--- src/sv/cbfq_pkg.sv ---
// ----------------------------------------------------------------------------
// cbfq_pkg
// shared sizes, entry layout, status codes and scan control for the
// cyclic best-first queue
// ----------------------------------------------------------------------------
package cbfq_pkg;

    // store depth and derived widths
    localparam int CAPACITY = 64;
    localparam int ADDR_W   = (CAPACITY > 1) ? $clog2(CAPACITY) : 1;
    localparam int CNT_W    = $clog2(CAPACITY + 1);

    // one stored node
    typedef struct packed {
        logic signed [15:0] contour;
        logic signed [31:0] prio;
        logic        [15:0] handle;
        logic        [31:0] order;
    } t_entry;

    // result status codes
    typedef enum logic [1:0] {
        ST_OK    = 2'd0,
        ST_FULL  = 2'd1,
        ST_EMPTY = 2'd2
    } t_status;

    // control from the sequencer to the compare unit
    typedef struct packed {
        logic start;   // clear accumulators
        logic pass2;   // 0 contour pass, 1 priority pass
        logic dvld;    // read data of this cycle belongs to the pass
    } t_scan_ctl;

endpackage

--- src/sv/cbfq_scan.sv ---
// ----------------------------------------------------------------------------
// cbfq_scan
// shared compare unit: takes one stored entry per cycle, first pass finds
// the target contour, second pass finds the best node in that contour
// ----------------------------------------------------------------------------
module cbfq_scan (
    input  logic                          i_clk,
    input  cbfq_pkg::t_scan_ctl           i_ctl,
    input  cbfq_pkg::t_entry              i_entry,
    input  logic                          i_entry_valid,
    input  logic [cbfq_pkg::ADDR_W-1:0]   i_idx,
    input  logic signed [15:0]            i_cur_contour,
    input  logic [31:0]                   i_push_seq,
    output logic signed [15:0]            o_target,
    output logic [cbfq_pkg::ADDR_W-1:0]   o_best_idx
);

    logic                              r_any;
    logic signed [15:0]                r_c_min;
    logic                              r_above;
    logic signed [15:0]                r_c_above;
    logic                              r_found;
    logic signed [31:0]                r_best_prio;
    logic [31:0]                       r_best_age;
    logic [cbfq_pkg::ADDR_W-1:0]       r_best_idx;
    logic [31:0]                       age;
    logic                              take;
    logic                              use_entry;

    assign o_target   = r_above ? r_c_above : r_c_min;
    assign o_best_idx = r_best_idx;
    assign use_entry  = i_ctl.dvld && i_entry_valid;
    assign age        = i_push_seq - i_entry.order;

    // better node in the target contour: lower priority, older on ties
    always_comb begin
        take = 1'b0;
        if (i_entry.contour == o_target) begin
            if (!r_found || (i_entry.prio < r_best_prio)) begin
                take = 1'b1;
            end else if ((i_entry.prio == r_best_prio) && (age > r_best_age)) begin
                take = 1'b1;
            end
        end
    end

    // accumulators
    always_ff @(posedge i_clk) begin
        if (i_ctl.start) begin
            r_any   <= 1'b0;
            r_above <= 1'b0;
            r_found <= 1'b0;
        end else if (use_entry && !i_ctl.pass2) begin
            r_any <= 1'b1;
            if (!r_any || (i_entry.contour < r_c_min)) begin
                r_c_min <= i_entry.contour;
            end
            if ((i_entry.contour > i_cur_contour) &&
                (!r_above || (i_entry.contour < r_c_above))) begin
                r_c_above <= i_entry.contour;
                r_above   <= 1'b1;
            end
        end else if (use_entry && i_ctl.pass2 && take) begin
            r_found     <= 1'b1;
            r_best_prio <= i_entry.prio;
            r_best_age  <= age;
            r_best_idx  <= i_idx;
        end
    end

endmodule

--- config.mk ---
export PLATFORM = sky130hd
export DESIGN_NAME = cbfq_scan
export DESIGN_NICKNAME = d
export VERILOG_FILES = /design/src/sv/cbfq_pkg.sv /design/src/sv/cbfq_scan.sv
export SDC_FILE = /design/constraint.sdc
export NUM_CORES = 1
export LEC_CHECK = 0
export BUFFER_PORTS_ARGS = -buffer_cell sky130_fd_sc_hd__buf_2
export CAP_MARGIN = 20
export CORE_MARGIN = 5
export CORE_UTILIZATION = 45
export DETAILED_ROUTE_END_ITERATION = 10
export GPL_ROUTABILITY_DRIVEN = 0
export PLACE_DENSITY = 0.68
export SLEW_MARGIN = 20
export SYNTH_ARGS = -nofsm -noshare
export SYNTH_HDL_FRONTEND = slang
export SYNTH_SLANG_ARGS = --single-unit
--- constraint.sdc ---
create_clock -name i_clk -period 12.48 [get_ports i_clk]
set_input_delay 1.872 -clock i_clk [delete_from_list [all_inputs] [get_ports i_clk]]
set_output_delay 1.872 -clock i_clk [all_outputs]
set_load 0.02 [all_outputs]
# Word-level counts from Yosys, hierarchy flattened
# Cells that the tools add are included.
[op_classes] n_addsub=1 n_mul=0 n_div=0 order_cmp=5 eq_ne=2 shifts=0 mux=4 n_bitwise=2 n_reduce_logical=18
[ops] cell="$eq 32x32->1" n=1
[ops] cell="$gt 32x32->1" n=1
[ops] cell="$lt 16x16->1" n=2
[ops] cell="$lt 32x32->1" n=1
[ops] cell="$sub 32x32->32" n=1
[ops] cell="$eq 16x16->1" n=1
[ops] cell="$gt 16x16->1" n=1
[ops] cell="$mux 16" n=1
[ops] cell="$reduce_and 3->1" n=3
[ops] cell="$logic_and 1x1->1" n=6
[ops] cell="$logic_not 1->1" n=4
[ops] cell="$reduce_and 2->1" n=2
[ops] cell="$logic_or 1x1->1" n=3
[ops] cell="$mux 1" n=3
[ops] cell="$not 1->1" n=2
[totals] regBits=105 latch_bits=0 mem_bits_rw=0 rom_bits=0 input_bits=155 output_inout_bits=22 wordCells=40 mem_count=0

# Depth between registers and ports, before layout
[logic_depth] depth_word=8 ltp_mapped=20 mapped_depth_nobuf=20

# Worst setup path before layout
# OpenSTA, ideal clock, no wires.
[synth_timing] kind="input-to-reg" from="input port i_push_seq[0]" to="register r_best_idx, in the netlist o_best_idx[0] (enable)" setup_time_ns=0.540 arrival_time_ns=9.131 required_time_ns=11.940 path_slack_ns=2.809 path_stages=20 path_buffers=0 path_cell_list="inv_1 -> ha_1 -> inv_1 -> fa_1 -> a211oi_1 -> nor2_1 -> a21oi_2 -> o21ai_2 -> a311oi_4 -> o21ai_2 -> a311oi_1 -> xnor2_1 -> ha_1 -> nand4_1 -> or4_1 -> nor3_1 -> o31ai_1 -> nand3_1 -> o21ai_0 -> a31oi_1"
[synth_between] elab_chain_len=8
[synth_lines] element="start, declared" line_no="cbfq_scan.sv:13" text="input logic [31:0] i_push_seq,"
[synth_lines] element="$sub 32x32->32" line_no="cbfq_scan.sv:33" text="assign age = i_push_seq - i_entry.order;"
[synth_lines] element="via age[30]" line_no="cbfq_scan.sv:26" text="logic [31:0] age;"
[synth_lines] element="$gt 32x32->1" line_no="cbfq_scan.sv:41" text="end else if ((i_entry.prio == r_best_prio) && (age > r_best_age)) begin"
[synth_lines] element="$logic_and 1x1->1" line_no="cbfq_scan.sv:41"
[synth_lines] element="$mux 1" line_no="cbfq_scan.sv:41"
[synth_lines] element="$mux 1" line_no="cbfq_scan.sv:39" text="if (!r_found || (i_entry.prio < r_best_prio)) begin"
[synth_lines] element="$mux 1" line_no="cbfq_scan.sv:38" text="if (i_entry.contour == o_target) begin"
[synth_lines] element="$logic_and 1x1->1" line_no="cbfq_scan.sv:63" text="end else if (use_entry && i_ctl.pass2 && take) begin"
[synth_lines] element="$reduce_and 3->1 (no source line)"
[synth_lines] element="end signal, assigned" line_no="cbfq_scan.sv:67" text="r_best_idx <= i_idx;"
[synth_lines] element="end, declared" line_no="cbfq_scan.sv:25" text="logic [cbfq_pkg::ADDR_W-1:0] r_best_idx;"
# The timed path passes the listed nets, and every way through them passes these cells.
# A chain may end at the register's enable or synchronous reset.

# Final worst setup path
# Ends and elaborated chain as after synthesis.

==> run metrics <==
synth warn 0; Syn Nets 1109; LEAKAGE 4.52 nW; area delta synth->final 17.7%; Starting Density 46.2%; crit share post-route 57.2%; Final Setup Violations 0; Mapped Area 8010 um^2; Critical Path Fanout Max 70; FP Rows 48; Avg Inst Size Synth 9.86 um^2; Yosys reg bits 105; Slew @ Worst Pin 1.10 ns; global-route wire length before repair 27400 um; vias in the first global route 5847; largest net degree at the start of global routing 71; Final Hold Violating Endpoints 0; RSZ-0062 raised after global routing false; Clock Latency Late Sink 0.35 ns; Slew Limit Fails 0; Max rail drop VDD 54.2 uV; cells on worst reg2reg path 8; Post-CTS Resized 0; total grt overflow 0; Post-synth ARST share 0%; CTS buffer count 9; Die Footprint 20600 um^2; H-Tree Depth 3; vias 6194; antenna violations before repair 3; via density per instance 5.11; WHS 0.487 ns; Final ANT Viol Nets 0; Synth Flop Type edfxtp_1; maximum buffer depth of the clock tree 2; Setup Total Neg Slack 0 ns; Post-CTS Hold Buffers 0; DR DRC count 0; PD cells 96.9 nW/um^2; clk sink count 105; Final Non-Filler Cells 1212; top cells by area, synth edfxtp_1 38%, ha_1 22%, inv_1 7.5%; Clk Tree Root Cell clkbuf_16; CTS tree built; Arr. time, crit path 7.10 ns; distinct cell type count after synthesis 55; post-route minimum period 7.13 ns; Setup Skew 0.00847 ns; Inst Count DP 1195; Routed wire per std cell 14.0 um; biggest area consumer among synthesized cells edfxtp_1; IO Count 177; worst rel slew slack 26.5%; I/O Buffers 160; Die W 143 um; gr usage total 16.4%; Post-Synthesis Cells 812; share of cells above drive strength 1 19.6%; WP data required 12.45 ns; Final #Nets 1278; core box area 17400 um^2; die boundary height 143 um; Worst-path clk slew 0.06 ns; Yosys top cell area share 38.2%; EDFF count, synth 102; Setup crit end kind flip-flop; post-CTS setup buffers 0; DRT iter0 DRCs 279; critical path class in2reg; sequential area share after synthesis 39.0%; startpoint type of the worst setup path input pin; maximum clock rate 140 MHz; Max Cap Viol 0; hold depth 2; WL final 17000 um; hpwl dp 13800 um; worst min-delay path category reg2reg; status finished clean; Pre-antenna DRT Iters 4
-- worst max-delay path, cell delays in order --
cell	delay, ns
buf_2	0.09
inv_1	0.04
ha_1	0.16
inv_1	0.05
fa_1	0.42
a211oi_1	0.24
nor2_1	0.13
a21oi_2	0.28
o21ai_2	0.16
a311oi_4	0.35
o21ai_2	0.17
a311oi_1	0.32
xnor2_1	0.12
ha_1	0.31
nand4_1	0.13
or4_1	0.50
nor3_1	0.28
o31ai_1	0.16
nand3_1	0.10
o21ai_0	0.20
a31oi_4	0.21
buf_4	0.71
-- cell type report --
type / count / area (um^2)
Fill cell: 1577 / 7930
Clock inverter: 4 / 56.3
Inverter: 160 / 601
Antenna cell: 1 / 2.50
Multi-Input combinational cell: 543 / 4290
Clock buffer: 12 / 256
Tap cell: 225 / 282
Timing Repair Buffer: 162 / 816
Sequential cell: 105 / 3120
-- cell usage after synthesis (6+ instances only) --
library cell,instances
a2111oi_0,6
a211oi_1,12
a21o_1,22
a21oi_1,42
edfxtp_1,102
ha_1,141
inv_1,160
nand2_1,42
nand2b_1,10
nand3_1,12
nand4_1,24
nor2_1,50
nor2b_1,8
o21a_1,9
o21ai_0,46
xnor2_1,20
xor2_1,18
-- cells by family (layout without fill, tap and decap cells) --
kind of cell	after synthesis	after routing	synth area share, %
muxes	2	2	0.281
buffers and inverters	164	338	7.69
DFF	105	105	39.0
adders and majority gates	142	142	22.3
xor gates and xnor gates	38	38	4.15
AOI/OAI and AO/OA	186	186	15.7
and+or+nand+nor	175	175	10.9
other	0	1	0
-- registers in the layout, indices dropped and copies added, names as in the netlist --
signal	cells
o_best_idx	6
r_above	1
r_best_age	32
r_c_min	16
r_any	1
r_best_prio	32
r_c_above	16
r_found	1
-- cells in the final DEF, fill, tap and decap left out, types with 5 or more instances in the layout --
cell type    n
inv_1      160
buf_2      160
ha_1       141
edfxtp_1   102
nor2_1      50
o21ai_0     46
a21oi_1     42
nand2_1     42
nand4_1     24
a21o_1      22
xnor2_1     20
xor2_1      18
nand3_1     12
a211oi_1    11
nand2b_1    10
o21a_1       9
clkbuf_16    9
nor2b_1      8
a2111oi_0    6
nor4_1       5
-- final timing paths --
kind,slack (ns),from,to
worst max register to register,8.71,r_above,o_best_idx[0]
worst min register to register,0.49,r_any,r_any
worst max-delay path,5.35,i_push_seq[0],o_best_idx[0]
worst min-delay path,0.49,r_any,r_any
-- per-stage QoR --
| stage | worst slack [ns] | cell area, um^2 | util, % | power [W] |
|---|---|---|---|---|
| 2_1_floorplan | 2.81 | 8010 | - | 0.000556 |
| 6_report | 5.35 | 9430 | 54.3 | 0.000914 |
| 5_1_grt | 5.04 | 9430 | 54.3 | 0.000969 |
| 3_3_place_gp | 4.97 | 9110 | 52.5 | 0.000622 |
| 4_1_cts | 5.33 | 9430 | 54.3 | 0.000925 |
| 3_5_place_dp | 4.97 | 9110 | 52.5 | 0.000626 |
-- power breakdown --
| group | switching [W] | total [W] | internal (W) |
|---|---|---|---|
| combinational | 0.000124 | 0.000220 | 0.0000964 |
| sequential | 0.00000249 | 0.000397 | 0.000395 |
| clock | 0.000128 | 0.000296 | 0.000169 |
-- metal layers --
metal  share of wire [%]  routed length, um  track usage (%)  vias up
met2                  45               7620             26.5      119
li1                    -                  -                -     3257
met5                0.15                 25                0        -
met1                  48               8170             22.5     2791
met4                 1.7                286             5.10        4
met3                 5.2                885             3.16       23
Power figures use the tool's default switching activity.
